**src/design/ap2rs_pkg.sv**
```systemverilog
// Package for the aligned power-of-two range splitter.
// Holds the fixed field widths and the queue depth; no dependencies.
`default_nettype none

package ap2rs_pkg;

  // Widths of the channel payload fields.
  localparam int unsigned START_W = 32;
  localparam int unsigned END_W   = 33;
  localparam int unsigned LOG2_W  = 6;

  // Entries in the queue between the front and the back end.
  localparam int unsigned QUEUE_DEPTH = 2;

endpackage

`default_nettype wire

```
**src/design/ap2rs_if.sv**
```systemverilog
// Channel interfaces of the range splitter: range requests in, blocks out.
// Depends on ap2rs_pkg for the field widths.
`default_nettype none

interface ap2rs_in_if;
  logic                               valid;
  logic                               ready;
  logic [ap2rs_pkg::START_W-1:0]      range_start;
  logic [ap2rs_pkg::END_W-1:0]        range_end;
  logic                               is_device;

  modport source (output valid, output range_start, output range_end, output is_device,
                  input ready);
  modport sink   (input valid, input range_start, input range_end, input is_device,
                  output ready);
endinterface

interface ap2rs_out_if;
  logic                               valid;
  logic                               ready;
  logic [ap2rs_pkg::START_W-1:0]      block_base;
  logic [ap2rs_pkg::LOG2_W-1:0]       block_log2_size;
  logic                               block_is_device;
  logic                               last_block;

  modport source (output valid, output block_base, output block_log2_size,
                  output block_is_device, output last_block, input ready);
  modport sink   (input valid, input block_base, input block_log2_size,
                  input block_is_device, input last_block, output ready);
endinterface

`default_nettype wire

```
**src/design/ap2rs_front.sv**
```systemverilog
// Front end: takes range requests, clips them to the address space and
// drops empty ranges. Depends on ap2rs_pkg and ap2rs_in_if.
`default_nettype none

module ap2rs_front #(
  parameter int unsigned ADDR_BITS = 32
) (
  ap2rs_in_if.sink                 req_i,
  output logic                     push_valid_o,
  input  logic                     push_ready_i,
  output logic [2*ADDR_BITS+1:0]   push_data_o
);

  localparam int unsigned EXT_W = ap2rs_pkg::END_W;
  localparam int unsigned EW    = ADDR_BITS + 1;
  localparam logic [EXT_W-1:0] LIMIT = EXT_W'(1) << ADDR_BITS;

  logic [EXT_W-1:0] start_ext;
  logic [EXT_W-1:0] start_sat;
  logic [EXT_W-1:0] end_sat;
  logic             non_empty;

  always_comb begin
    start_ext = EXT_W'(req_i.range_start);
    start_sat = (start_ext > LIMIT) ? LIMIT : start_ext;
    end_sat   = (req_i.range_end > LIMIT) ? LIMIT : req_i.range_end;
    non_empty = start_sat < end_sat;
  end

  // Empty ranges are consumed here and never reach the queue.
  assign req_i.ready  = push_ready_i;
  assign push_valid_o = req_i.valid && non_empty;
  assign push_data_o  = {req_i.is_device, end_sat[EW-1:0], start_sat[ADDR_BITS-1:0]};

endmodule

`default_nettype wire

```
**src/design/ap2rs_fifo.sv**
```systemverilog
// Small first-in first-out queue with registered storage.
// Standalone; DEPTH must be a power of two of at least two.
`default_nettype none

module ap2rs_fifo #(
  parameter int unsigned WIDTH = 8,
  parameter int unsigned DEPTH = 2
) (
  input  logic             clk_i,
  input  logic             rst_ni,
  input  logic             push_valid_i,
  output logic             push_ready_o,
  input  logic [WIDTH-1:0] push_data_i,
  output logic             pop_valid_o,
  input  logic             pop_ready_i,
  output logic [WIDTH-1:0] pop_data_o
);

  localparam int unsigned PW = $clog2(DEPTH);
  localparam int unsigned CW = $clog2(DEPTH + 1);

  logic [WIDTH-1:0] mem_q [DEPTH];
  logic [PW-1:0]    wr_ptr_q, wr_ptr_d;
  logic [PW-1:0]    rd_ptr_q, rd_ptr_d;
  logic [CW-1:0]    cnt_q, cnt_d;
  logic             push, pop;

  assign push_ready_o = cnt_q != CW'(DEPTH);
  assign pop_valid_o  = cnt_q != '0;
  assign pop_data_o   = mem_q[rd_ptr_q];
  assign push         = push_valid_i && push_ready_o;
  assign pop          = pop_valid_o && pop_ready_i;

  always_comb begin
    wr_ptr_d = push ? wr_ptr_q + 1'b1 : wr_ptr_q;
    rd_ptr_d = pop ? rd_ptr_q + 1'b1 : rd_ptr_q;
    cnt_d    = cnt_q;
    if (push && !pop) begin
      cnt_d = cnt_q + 1'b1;
    end else if (pop && !push) begin
      cnt_d = cnt_q - 1'b1;
    end
  end

  always_ff @(posedge clk_i or negedge rst_ni) begin
    if (!rst_ni) begin
      wr_ptr_q <= '0;
      rd_ptr_q <= '0;
      cnt_q    <= '0;
    end else begin
      wr_ptr_q <= wr_ptr_d;
      rd_ptr_q <= rd_ptr_d;
      cnt_q    <= cnt_d;
    end
  end

  always_ff @(posedge clk_i) begin
    if (push) begin
      mem_q[wr_ptr_q] <= push_data_i;
    end
  end

endmodule

`default_nettype wire

```
**src/design/ap2rs_back.sv**
```systemverilog
// Back end: walks one clipped range and emits one aligned block per cycle,
// while blk_o is ready, into an output register. Uses ap2rs_pkg, ap2rs_out_if.
`default_nettype none

module ap2rs_back #(
  parameter int unsigned ADDR_BITS = 32
) (
  input  logic                     clk_i,
  input  logic                     rst_ni,
  input  logic                     pop_valid_i,
  output logic                     pop_ready_o,
  input  logic [2*ADDR_BITS+1:0]   pop_data_i,
  ap2rs_out_if.source              blk_o
);

  localparam int unsigned AW     = ADDR_BITS;
  localparam int unsigned EW     = ADDR_BITS + 1;
  localparam int unsigned LW     = $clog2(ADDR_BITS + 1);
  localparam int unsigned BASE_W = ap2rs_pkg::START_W;
  localparam int unsigned OUT_LW = ap2rs_pkg::LOG2_W;

  typedef enum logic [1:0] {
    ST_IDLE = 2'b01,
    ST_RUN  = 2'b10
  } state_e;

  // Trailing zero count; zero counts as aligned to the whole address space.
  function automatic logic [LW-1:0] f_ctz(input logic [AW-1:0] v);
    logic [LW-1:0] n;
    n = LW'(AW);
    for (int i = AW - 1; i >= 0; i--) begin
      if (v[i]) begin
        n = LW'(i);
      end
    end
    return n;
  endfunction

  function automatic logic [LW-1:0] f_flog2(input logic [EW-1:0] v);
    logic [LW-1:0] n;
    n = '0;
    for (int i = 0; i < EW; i++) begin
      if (v[i]) begin
        n = LW'(i);
      end
    end
    return n;
  endfunction

  state_e        state_q, state_d;
  logic [AW-1:0] cur_q;
  logic [EW-1:0] end_q;
  logic          dev_q;
  logic          ov_q, ov_d;
  logic [AW-1:0] obase_q;
  logic [LW-1:0] olog_q;
  logic          odev_q;
  logic          olast_q;

  logic [EW-1:0] remain;
  logic [LW-1:0] align_log2;
  logic [LW-1:0] fit_log2;
  logic [LW-1:0] blk_log2;
  logic [EW-1:0] next_addr;
  logic          is_last;
  logic          busy;
  logic          adv;
  logic          pop;

  always_comb begin
    remain     = end_q - EW'(cur_q);
    align_log2 = f_ctz(cur_q);
    fit_log2   = f_flog2(remain);
    blk_log2   = (align_log2 < fit_log2) ? align_log2 : fit_log2;
    next_addr  = EW'(cur_q) + (EW'(1) << blk_log2);
    // A block never runs past the end, so reaching it marks the last one.
    is_last    = next_addr == end_q;
  end

  assign busy        = state_q == ST_RUN;
  assign adv         = busy && (!ov_q || blk_o.ready);
  assign pop_ready_o = !busy || (adv && is_last);
  assign pop         = pop_valid_i && pop_ready_o;

  always_comb begin
    state_d = state_q;
    case (state_q)
      ST_IDLE: begin
        if (pop_valid_i) begin
          state_d = ST_RUN;
        end
      end
      ST_RUN: begin
        if (adv && is_last && !pop_valid_i) begin
          state_d = ST_IDLE;
        end
      end
      default: state_d = ST_IDLE;
    endcase
  end

  always_comb begin
    ov_d = ov_q;
    if (adv) begin
      ov_d = 1'b1;
    end else if (blk_o.ready) begin
      ov_d = 1'b0;
    end
  end

  always_ff @(posedge clk_i or negedge rst_ni) begin
    if (!rst_ni) begin
      state_q <= ST_IDLE;
      ov_q    <= 1'b0;
    end else begin
      state_q <= state_d;
      ov_q    <= ov_d;
    end
  end

  always_ff @(posedge clk_i) begin
    if (pop) begin
      cur_q <= pop_data_i[AW-1:0];
      end_q <= pop_data_i[AW+EW-1:AW];
      dev_q <= pop_data_i[AW+EW];
    end else if (adv) begin
      cur_q <= next_addr[AW-1:0];
    end
    if (adv) begin
      obase_q <= cur_q;
      olog_q  <= blk_log2;
      odev_q  <= dev_q;
      olast_q <= is_last;
    end
  end

  assign blk_o.valid           = ov_q;
  assign blk_o.block_base      = BASE_W'(obase_q);
  assign blk_o.block_log2_size = OUT_LW'(olog_q);
  assign blk_o.block_is_device = odev_q;
  assign blk_o.last_block      = olast_q;

  a_cur_below_end: assert property (@(posedge clk_i) disable iff (!rst_ni)
    busy |-> (EW'(cur_q) < end_q))
    else $error("Range walk passed the end address while running.");

  a_block_aligned: assert property (@(posedge clk_i) disable iff (!rst_ni)
    ov_q |-> ((EW'(obase_q) & ((EW'(1) << olog_q) - EW'(1))) == '0))
    else $error("Emitted block base is not aligned to its size.");

  a_adv_fills_out: assert property (@(posedge clk_i) disable iff (!rst_ni)
    adv |=> ov_q)
    else $error("A computed block did not reach the output register.");

  a_pop_at_last: assert property (@(posedge clk_i) disable iff (!rst_ni)
    (pop && busy) |-> is_last)
    else $error("A new range was loaded before the current one finished.");

endmodule

`default_nettype wire

```
**src/design/aligned_pow2_range_splitter_core.sv**
```systemverilog
// Aligned power-of-two range splitter. Each transfer on req_i carries a range
// [range_start, range_end) and a device flag; the block clips the range to the
// 2^ADDR_BITS address space and emits on blk_o, in ascending order, the largest
// naturally aligned power-of-two blocks that exactly cover it, with last_block
// set on the final one. Empty ranges produce no output. The front end clips and
// filters requests into a two-entry queue; the back end emits one block per
// cycle while blk_o is ready, a range has 1 to 2*ADDR_BITS-2 blocks, and
// consecutive ranges follow without a gap. The first block of a range passes
// through the queue, the back end's range registers and its output register
// before it appears on blk_o. An empty range is dropped by the front end.
`default_nettype none

module aligned_pow2_range_splitter_core #(
  parameter int unsigned ADDR_BITS = 32
) (
  input  logic         clk_i,
  input  logic         rst_ni,
  ap2rs_in_if.sink     req_i,
  ap2rs_out_if.source  blk_o
);

  localparam int unsigned QW = 2 * ADDR_BITS + 2;

  logic          push_valid;
  logic          push_ready;
  logic [QW-1:0] push_data;
  logic          pop_valid;
  logic          pop_ready;
  logic [QW-1:0] pop_data;

  ap2rs_front #(
    .ADDR_BITS (ADDR_BITS)
  ) u_front (
    .req_i        (req_i),
    .push_valid_o (push_valid),
    .push_ready_i (push_ready),
    .push_data_o  (push_data)
  );

  ap2rs_fifo #(
    .WIDTH (QW),
    .DEPTH (ap2rs_pkg::QUEUE_DEPTH)
  ) u_queue (
    .clk_i        (clk_i),
    .rst_ni       (rst_ni),
    .push_valid_i (push_valid),
    .push_ready_o (push_ready),
    .push_data_i  (push_data),
    .pop_valid_o  (pop_valid),
    .pop_ready_i  (pop_ready),
    .pop_data_o   (pop_data)
  );

  ap2rs_back #(
    .ADDR_BITS (ADDR_BITS)
  ) u_back (
    .clk_i       (clk_i),
    .rst_ni      (rst_ni),
    .pop_valid_i (pop_valid),
    .pop_ready_o (pop_ready),
    .pop_data_i  (pop_data),
    .blk_o       (blk_o)
  );

endmodule

`default_nettype wire

```
**src/flat_wrapper.sv**
```systemverilog
// flat-port wrapper written by rule: the top's interface ports become plain ports
module aligned_pow2_range_splitter_core_flat 
#(
  parameter int unsigned ADDR_BITS = 32
)
  (clk_i, rst_ni, req_i_valid, req_i_range_start, req_i_range_end, req_i_is_device, req_i_ready, blk_o_valid, blk_o_block_base, blk_o_block_log2_size, blk_o_block_is_device, blk_o_last_block, blk_o_ready);
  ap2rs_in_if req_i_i ();
  ap2rs_out_if blk_o_i ();
  input  logic clk_i;
  input  logic rst_ni;
  input wire logic [$bits(req_i_i.valid)-1:0] req_i_valid;
  input wire logic [$bits(req_i_i.range_start)-1:0] req_i_range_start;
  input wire logic [$bits(req_i_i.range_end)-1:0] req_i_range_end;
  input wire logic [$bits(req_i_i.is_device)-1:0] req_i_is_device;
  output wire logic [$bits(req_i_i.ready)-1:0] req_i_ready;
  output wire logic [$bits(blk_o_i.valid)-1:0] blk_o_valid;
  output wire logic [$bits(blk_o_i.block_base)-1:0] blk_o_block_base;
  output wire logic [$bits(blk_o_i.block_log2_size)-1:0] blk_o_block_log2_size;
  output wire logic [$bits(blk_o_i.block_is_device)-1:0] blk_o_block_is_device;
  output wire logic [$bits(blk_o_i.last_block)-1:0] blk_o_last_block;
  input wire logic [$bits(blk_o_i.ready)-1:0] blk_o_ready;
  assign req_i_i.valid = req_i_valid;
  assign req_i_i.range_start = req_i_range_start;
  assign req_i_i.range_end = req_i_range_end;
  assign req_i_i.is_device = req_i_is_device;
  assign req_i_ready = req_i_i.ready;
  assign blk_o_valid = blk_o_i.valid;
  assign blk_o_block_base = blk_o_i.block_base;
  assign blk_o_block_log2_size = blk_o_i.block_log2_size;
  assign blk_o_block_is_device = blk_o_i.block_is_device;
  assign blk_o_last_block = blk_o_i.last_block;
  assign blk_o_i.ready = blk_o_ready;
  aligned_pow2_range_splitter_core #(.ADDR_BITS(ADDR_BITS)) u_core (.clk_i(clk_i), .rst_ni(rst_ni), .req_i(req_i_i), .blk_o(blk_o_i));
endmodule
```
**config.mk**
```make
export PLATFORM = sky130hd
export DESIGN_NAME = aligned_pow2_range_splitter_core_flat
export DESIGN_NICKNAME = d
export VERILOG_FILES = /design/src/design/ap2rs_pkg.sv /design/src/design/ap2rs_if.sv /design/src/design/ap2rs_front.sv /design/src/design/ap2rs_fifo.sv /design/src/design/ap2rs_back.sv /design/src/design/aligned_pow2_range_splitter_core.sv /design/src/flat_wrapper.sv
export SDC_FILE = /design/constraint.sdc
export NUM_CORES = 1
export LEC_CHECK = 0
export ABC_AREA = 1
export BUFFER_PORTS_ARGS = -buffer_cell sky130_fd_sc_hd__buf_2
export CORE_ASPECT_RATIO = 0.5
export CORE_MARGIN = 2
export CORE_UTILIZATION = 50
export DETAILED_ROUTE_END_ITERATION = 8
export PLACE_DENSITY = 0.76
export REMOVE_ABC_BUFFERS = 1
export SYNTH_ARGS = -nofsm -noshare
export SYNTH_HDL_FRONTEND = slang
export SYNTH_SLANG_ARGS = --single-unit
```
**constraint.sdc**
```tcl
create_clock -name clk_i -period 22.6 [get_ports clk_i]
set_input_delay 2.26 -clock clk_i [delete_from_list [all_inputs] [get_ports clk_i]]
set_output_delay 2.26 -clock clk_i [all_outputs]
set_load 0.005 [all_outputs]
```
==> results.json, run 1 <==
{
  "numPortBuffers": 111,
  "synth_cell_types": 64,
  "die_width_um": 247,
  "r2r-start": "u_core.u_back.cur_q[0]",
  "critPathArrivalTime_ns": 11.10,
  "ant_nets": 0,
  "r2r_slack_ns": 11.93,
  "skew_ns": 0.00880,
  "rsz0062_at_grt": "no",
  "cts.clk_slew.worst_paths_ns": 0.07,
  "grt_pass1_wl_mm": 56.8,
  "cts_root_buffer": "clkbuf_16",
  "synth_edf_count": 238,
  "clk_latency_ns": 0.55,
  "place_inst": 2130,
  "slowest_stage": "edfxtp_1",
  "antenna_found_initial": 0,
  "async_flop_share": 0.0286,
  "drive_above_1_share": 0.119,
  "synth_ff_type": "edfxtp_1",
  "cts_tree": "yes",
  "firstDrtPassIters": 6,
  "grt_max_degree": 69,
  "die_y_um": 125,
  "endpoint_kind": "flip-flop",
  "power.density_nw_per_um2": 88.9,
  "fin_nets": 1937,
  "hold_path_depth": 0,
  "slew_headroom": 0.417,
  "cts_buffer_depth": 3,
  "finalHoldViolations": 0,
  "grt_pass1_vias": 10461,
  "io_pins": 112,
  "synth_seq_area_share": 0.498,
  "cts_sinks": 245,
  "start_util": 0.508,
  "htreeDepth": 1,
  "dp_hpwl_mm": 28.1,
  "core_area_sq_um": 29000,
  "hold_path_class": "reg -> reg",
  "hold_end": "u_core.u_back.blk_o.block_is_device",
  "r2r_cells": 63,
  "crit_required_ns": 23.03,
  "cts_resized": 0,
  "status": "complete, no violations",
  "cap_violations": 0,
  "wl_per_cell_um": 16.8,
  "gp_congestion": 1.04,
  "slew_viol_final": 0,
  "synthCells": 1648,
  "cp_max_fo": 36,
  "p_leak_nw": 7.56,
  "worstSetupPathType": "reg -> reg",
  "fp-row-count": 44,
  "drt-initial-drc-count": 1184,
  "max_freq_mhz": 93.7,
  "slowest_delay_ns": 0.46,
  "tns_ns": 0,
  "synth_area_sq_um": 14700,
  "crit_family": "compound AO/OA/AOI/OAI gates",
  "grt.total_usage": 0.239,
  "dieArea_sq_um": 30900,
  "vias_per_cell": 5.25,
  "cp-start-kind": "flip-flop",
  "vdd.ir_drop.worst_mv": 0.0560,
  "hold_buffers": 0,
  "area_growth_pct": 12.0,
  "yosys_warnings": 0,
  "path_buf_inv": 5,
  "post-cts-setup-buffer-count": 0,
  "numCtsBuffers": 24,
  "drc": 0,
  "period_needed_ns": 10.67,
  "syn_area_per_cell_sq_um": 8.93,
  "ys_seq_elements": 245,
  "drt_wl_total_mm": 36.6,
  "post-route-period-util": 0.472,
  "vias": 11406,
  "grt_overflow": 0,
  "n_antenna_cell": 0,
  "min_from": "u_core.u_back.dev_q",
  "worst_pin_slew_ns": 0.874,
  "crit_top_cell": "nand2_1",
  "setup_violations": 0,
  "finalNonFillerCells": 2174,
  "r2r_end": "u_core.u_queue.cnt_q[1]"
}
## area by class of cell
type,count,area (sq um)
Inverter,217,815
Fill cell,2525,12500
Timing Repair Buffer,120,623
Clock buffer,34,668
Tap cell,391,489
Clock inverter,10,110
Multi-Input combinational cell,1157,6460
Sequential cell,245,7320
## where the power goes
group,switching [mW],internal [mW]
clock network,0.174,0.220
registers,0.0346,0.587
logic,0.298,0.153
total,0.506,0.960
## kinds of logic (layout without fill, tap and decap cells)
logic type / count (synthesis) / count (layout) / synth area share
fa+ha+maj: 102 / 102 / 0.0877
compound gates: 174 / 174 / 0.0770
simple gates: 813 / 813 / 0.231
buf+inv: 246 / 381 / 0.0652
flops: 245 / 245 / 0.498
xor+xnor: 68 / 68 / 0.0417
## stage by stage
stage                      util  hold slack [ns]  cell area, sq um  worst slack (ns)  power [mW]
after floorplan               -            0.400             14600             12.75       0.943
after global placement    0.543            0.435             15700             12.35        1.07
after detailed placement  0.543            0.457             15700             12.08        1.07
after CTS                 0.569            0.469             16500             12.03        1.47
after global routing      0.569            0.471             16500             10.96        1.55
final                     0.569            0.464             16500             11.93        1.47
## per-layer routing
metal,global-route usage,vias to the layer above,wire length [um]
met2,0.331,451,14800
li1,-,5738,-
met1,0.380,5170,17400
met5,0,-,0
met4,0.0457,0,536
met3,0.0547,47,3900
## worst max-delay path by stage
stage,slack (ns),startpoint,cells past startpoint,to
after CTS,12.03,u_core.u_back.cur_q[0],61,u_core.u_back.cur_q[4]
after global routing,10.96,u_core.u_back.cur_q[0],63,u_core.u_queue.cnt_q[1]
after global placement,12.35,u_core.u_back.cur_q[0],61,u_core.u_back.cur_q[8]
after detailed placement,12.08,u_core.u_back.cur_q[0],63,u_core.u_queue.cnt_q[1]
after floorplan,12.75,u_core.u_back.cur_q[0],60,u_core.u_back.cur_q[0]
final,11.93,u_core.u_back.cur_q[0],63,u_core.u_queue.cnt_q[1]
## Yosys cell counts, types with 4 or more instances
| master | number | share of area |
|---|---|---|
| nand2_1 | 508 | 0.13 |
| edfxtp_1 | 238 | 0.49 |
| inv_1 | 208 | 0.053 |
| nor2_1 | 135 | 0.034 |
| ha_1 | 100 | 0.085 |
| nand3_1 | 84 | 0.029 |
| a21oi_1 | 78 | 0.027 |
| xor2_1 | 39 | 0.023 |
| xnor2_1 | 28 | 0.017 |
| nand4_1 | 26 | 0.011 |
| o21ai_0 | 24 | 0.0082 |
| clkbuf_1 | 17 | 0.0043 |
| nor3_1 | 14 | 0.0048 |
| nor4_1 | 12 | 0.0051 |
| a211oi_1 | 8 | 0.0041 |
| o21ai_2 | 8 | 0.0048 |
| o21ai_1 | 7 | 0.0024 |
| or2_2 | 7 | 0.0030 |
| dfrtp_1 | 6 | 0.010 |
| inv_2 | 6 | 0.0015 |
| o211ai_1 | 6 | 0.0031 |
| nand2_2 | 5 | 0.0021 |
| o21bai_1 | 5 | 0.0026 |
| buf_1 | 4 | 0.0010 |
| nand2_4 | 4 | 0.0031 |
| nor2_2 | 4 | 0.0017 |
## placed cells by master (no fill, tap or decap), types with 8 or more instances in the layout
master / synthesis / layout
nor4_1: 12 / 12
nor2_1: 135 / 132
nor3_1: 14 / 14
a21oi_1: 78 / 78
edfxtp_1: 238 / 238
ha_1: 100 / 100
nand2_1: 508 / 508
a211oi_1: 8 / 8
inv_1: 208 / 207
nand3_1: 84 / 84
buf_2: 2 / 111
o21ai_2: 8 / 9
nand4_1: 26 / 26
clkbuf_16: 0 / 24
o21ai_0: 24 / 24
xnor2_1: 28 / 28
xor2_1: 39 / 39
buf_4: 3 / 9
## registers in the layout, summed over array words and instances, names as in the netlist
name,flops
u_core.u_back.cur_q,32
u_core.u_queue.mem_q,132
u_core.u_queue.rd_ptr_q,1
u_core.u_back.state_q,2
u_core.u_back.end_q,33
u_core.u_queue.cnt_q,2
u_core.u_back.blk_o.valid,1
u_core.u_back.blk_o.last_block,1
u_core.u_back.blk_o.block_is_device,1
u_core.u_back.blk_o.block_log2_size,6
u_core.u_back.blk_o.block_base,32
u_core.u_queue.wr_ptr_q,1
u_core.u_back.dev_q,1
Note: power is estimated with default switching activity, not from simulation.
==> run 2: changes to the inputs <==
Settings changed: PLACE_DENSITY 0.76 to 0.79.
Clock period 22.6 ns to 9.8 ns, I/O delays scaled along.
==> run 2 against run 1 <==
Critical path type unchanged. Largest cell class unchanged. Design area rose by 2.6%. Highest routed layer unchanged. Sequential share of layout area fell by 1.1 points. Global-route usage rose by 1.4 points. Combinational power rose to 2.6 times the previous value. Maximum frequency rose by 14%.
==> results.json, run 2 (synthesis results as in run 1) <==
{
  "drive_above_1_share": 0.150,
  "multi_input_area_sq_um": 6610,
  "grt_overflow": 0,
  "largest_reg_flops": 132,
  "firstDrtPassIters": 8,
  "power_mw": 3.50,
  "p_leak_nw": 7.77,
  "drt_wl_total_mm": 39.3,
  "largestRegisters": "u_core.u_queue.mem_q x132, u_core.u_back.end_q x33",
  "critPathArrivalTime_ns": 9.81,
  "gp_congestion": 0.966,
  "drt-initial-drc-count": 1316,
  "slowest_stage": "fa_1",
  "slowest_delay_ns": 0.46,
  "endpoint_kind": "flip-flop",
  "start_util": 0.508,
  "grt_pass1_vias": 11019,
  "cts_root_buffer": "clkbuf_16",
  "grt_util_met3": 0.0635,
  "period_needed_ns": 9.38,
  "grt_pass1_wl_mm": 59.8,
  "vias": 11824,
  "cp_max_fo": 10,
  "cts_buffer_depth": 3,
  "antenna_found_initial": 0,
  "skew_ns": 0.0271,
  "drc": 0,
  "fillers": 2446,
  "layout_common_cells": "nand2_1, edfxtp_1, inv_1",
  "io_pins": 112,
  "crit_top_cell": "nand2_1",
  "hold_path_class": "in -> async",
  "fp-row-count": 44,
  "r2r_cells": 65,
  "holdWs_ns": 0.248,
  "cts_sinks": 245,
  "cts_tree": "yes",
  "cap_violations": 0,
  "post-route-period-util": 0.957,
  "tns_ns": 0,
  "dieArea_sq_um": 30900,
  "power.density_nw_per_um2": 207,
  "worstSetupPathType": "reg -> reg",
  "final_area_sq_um": 16900,
  "htreeDepth": 1,
  "regArea_sq_um": 7320,
  "vdd.ir_drop.worst_mv": 0.120,
  "slew_headroom": 0.313,
  "finalHoldViolations": 0,
  "crit_required_ns": 10.23,
  "ant_nets": 0,
  "regMostFlops": "u_core.u_queue.mem_q",
  "setup_violations": 0,
  "wl_per_cell_um": 17.8,
  "numPortBuffers": 111,
  "status": "complete, no violations",
  "r2r-start": "u_core.u_back.cur_q[1]",
  "dpl_cell_area_sq_um": 15900,
  "cts.clk_slew.worst_paths_ns": 0.07,
  "cp-start-kind": "flip-flop",
  "die_width_um": 247,
  "busiest_layer": "met1",
  "dp_hpwl_mm": 29.8,
  "area_growth_pct": 14.9,
  "numCtsBuffers": 23,
  "grt.total_usage": 0.252,
  "gr-usage-met1": 0.388,
  "max_freq_mhz": 107,
  "core_area_sq_um": 29000,
  "hold_buffers": 0,
  "grt_util_met2": 0.362,
  "clk_latency_ns": 0.55,
  "grt_max_degree": 68,
  "fin_nets": 1971,
  "die_y_um": 125,
  "vias_per_cell": 5.36,
  "final_common_cell": "nand2_1",
  "critPathLaunch": "u_core.u_back.cur_q[1]",
  "slew_viol_final": 0,
  "worst_pin_slew_ns": 1.02
}
==> run 2: cell count changes in the layout (fill, tap and decap cells not counted), moves of 3 or more <==
cell / before / now
a21boi_1: 3 / 0
a21boi_2: 3 / 6
a21oi_1: 78 / 73
a21oi_2: 3 / 8
buf_4: 9 / 42
clkbuf_1: 7 / 4
clkinv_2: 0 / 4
nand3_1: 84 / 81
nand3_2: 1 / 4
nor2_1: 132 / 128
nor2_4: 3 / 6
==> run 2: where the power goes <==
part / switching, mW / internal, mW
Combinational: 0.758 / 0.408
Clock: 0.397 / 0.523
Sequential: 0.0643 / 1.35
==> run 2: worst paths after layout <==
| check | endpoint | slack (ns) |
|---|---|---|
| setup / recovery | u_core.u_queue.cnt_q[1] | 0.42 |
| hold / removal | u_core.u_queue.wr_ptr_q | 0.25 |
| setup reg to reg | u_core.u_queue.cnt_q[1] | 0.42 |
| hold reg to reg | u_core.u_back.blk_o.block_is_device | 0.42 |
| max in group asynchronous | u_core.u_back.state_q[0] | 9.31 |
| min in group clk_i | u_core.u_back.blk_o.block_is_device | 0.42 |
==> run 2: timing repair <==
item,CTS,global route
buffers inserted,0,18
gates resized for setup,0,31
setup endpoints to repair,0,103
==> run 2: area by class of cell <==
type | count | share of cell area
timing repair buffer | 155 | 0.0539
clock buffer | 28 | 0.0357
antenna | 1 | 0.000148
tap | 391 | 0.0289
clock inverter | 14 | 0.00954
sequential | 245 | 0.433
inverter | 217 | 0.0482
multi-input combinational | 1157 | 0.391
==> run 2: metal layers <==
layer | up-vias | wire length (um)
met3 | 52 | 4410
met1 | 5458 | 17900
met5 | - | 0
met2 | 519 | 16300
li1 | 5795 | -
met4 | 0 | 658
==> run 2: worst max-delay path: cells and delay by family (launching register included) <==
kind / cells / cell delay [ns]
simple gates: 29 / 2.94
compound gates: 22 / 3.20
xor+xnor: 3 / 0.55
fa+ha+maj: 4 / 1.33
buf+inv: 7 / 0.80
flops: 1 / 0.45
==> run 2: metrics by stage <==
step / setup WS (ns) / instances / utilization
floorplan: -0.0519 / 1619 / -
global placement: 0.474 / 2147 / 0.548
detailed placement: 0.195 / 2147 / 0.548
CTS: 0.124 / 2189 / 0.574
global route: -0.205 / 2207 / 0.584
finish: 0.420 / 2208 / 0.584
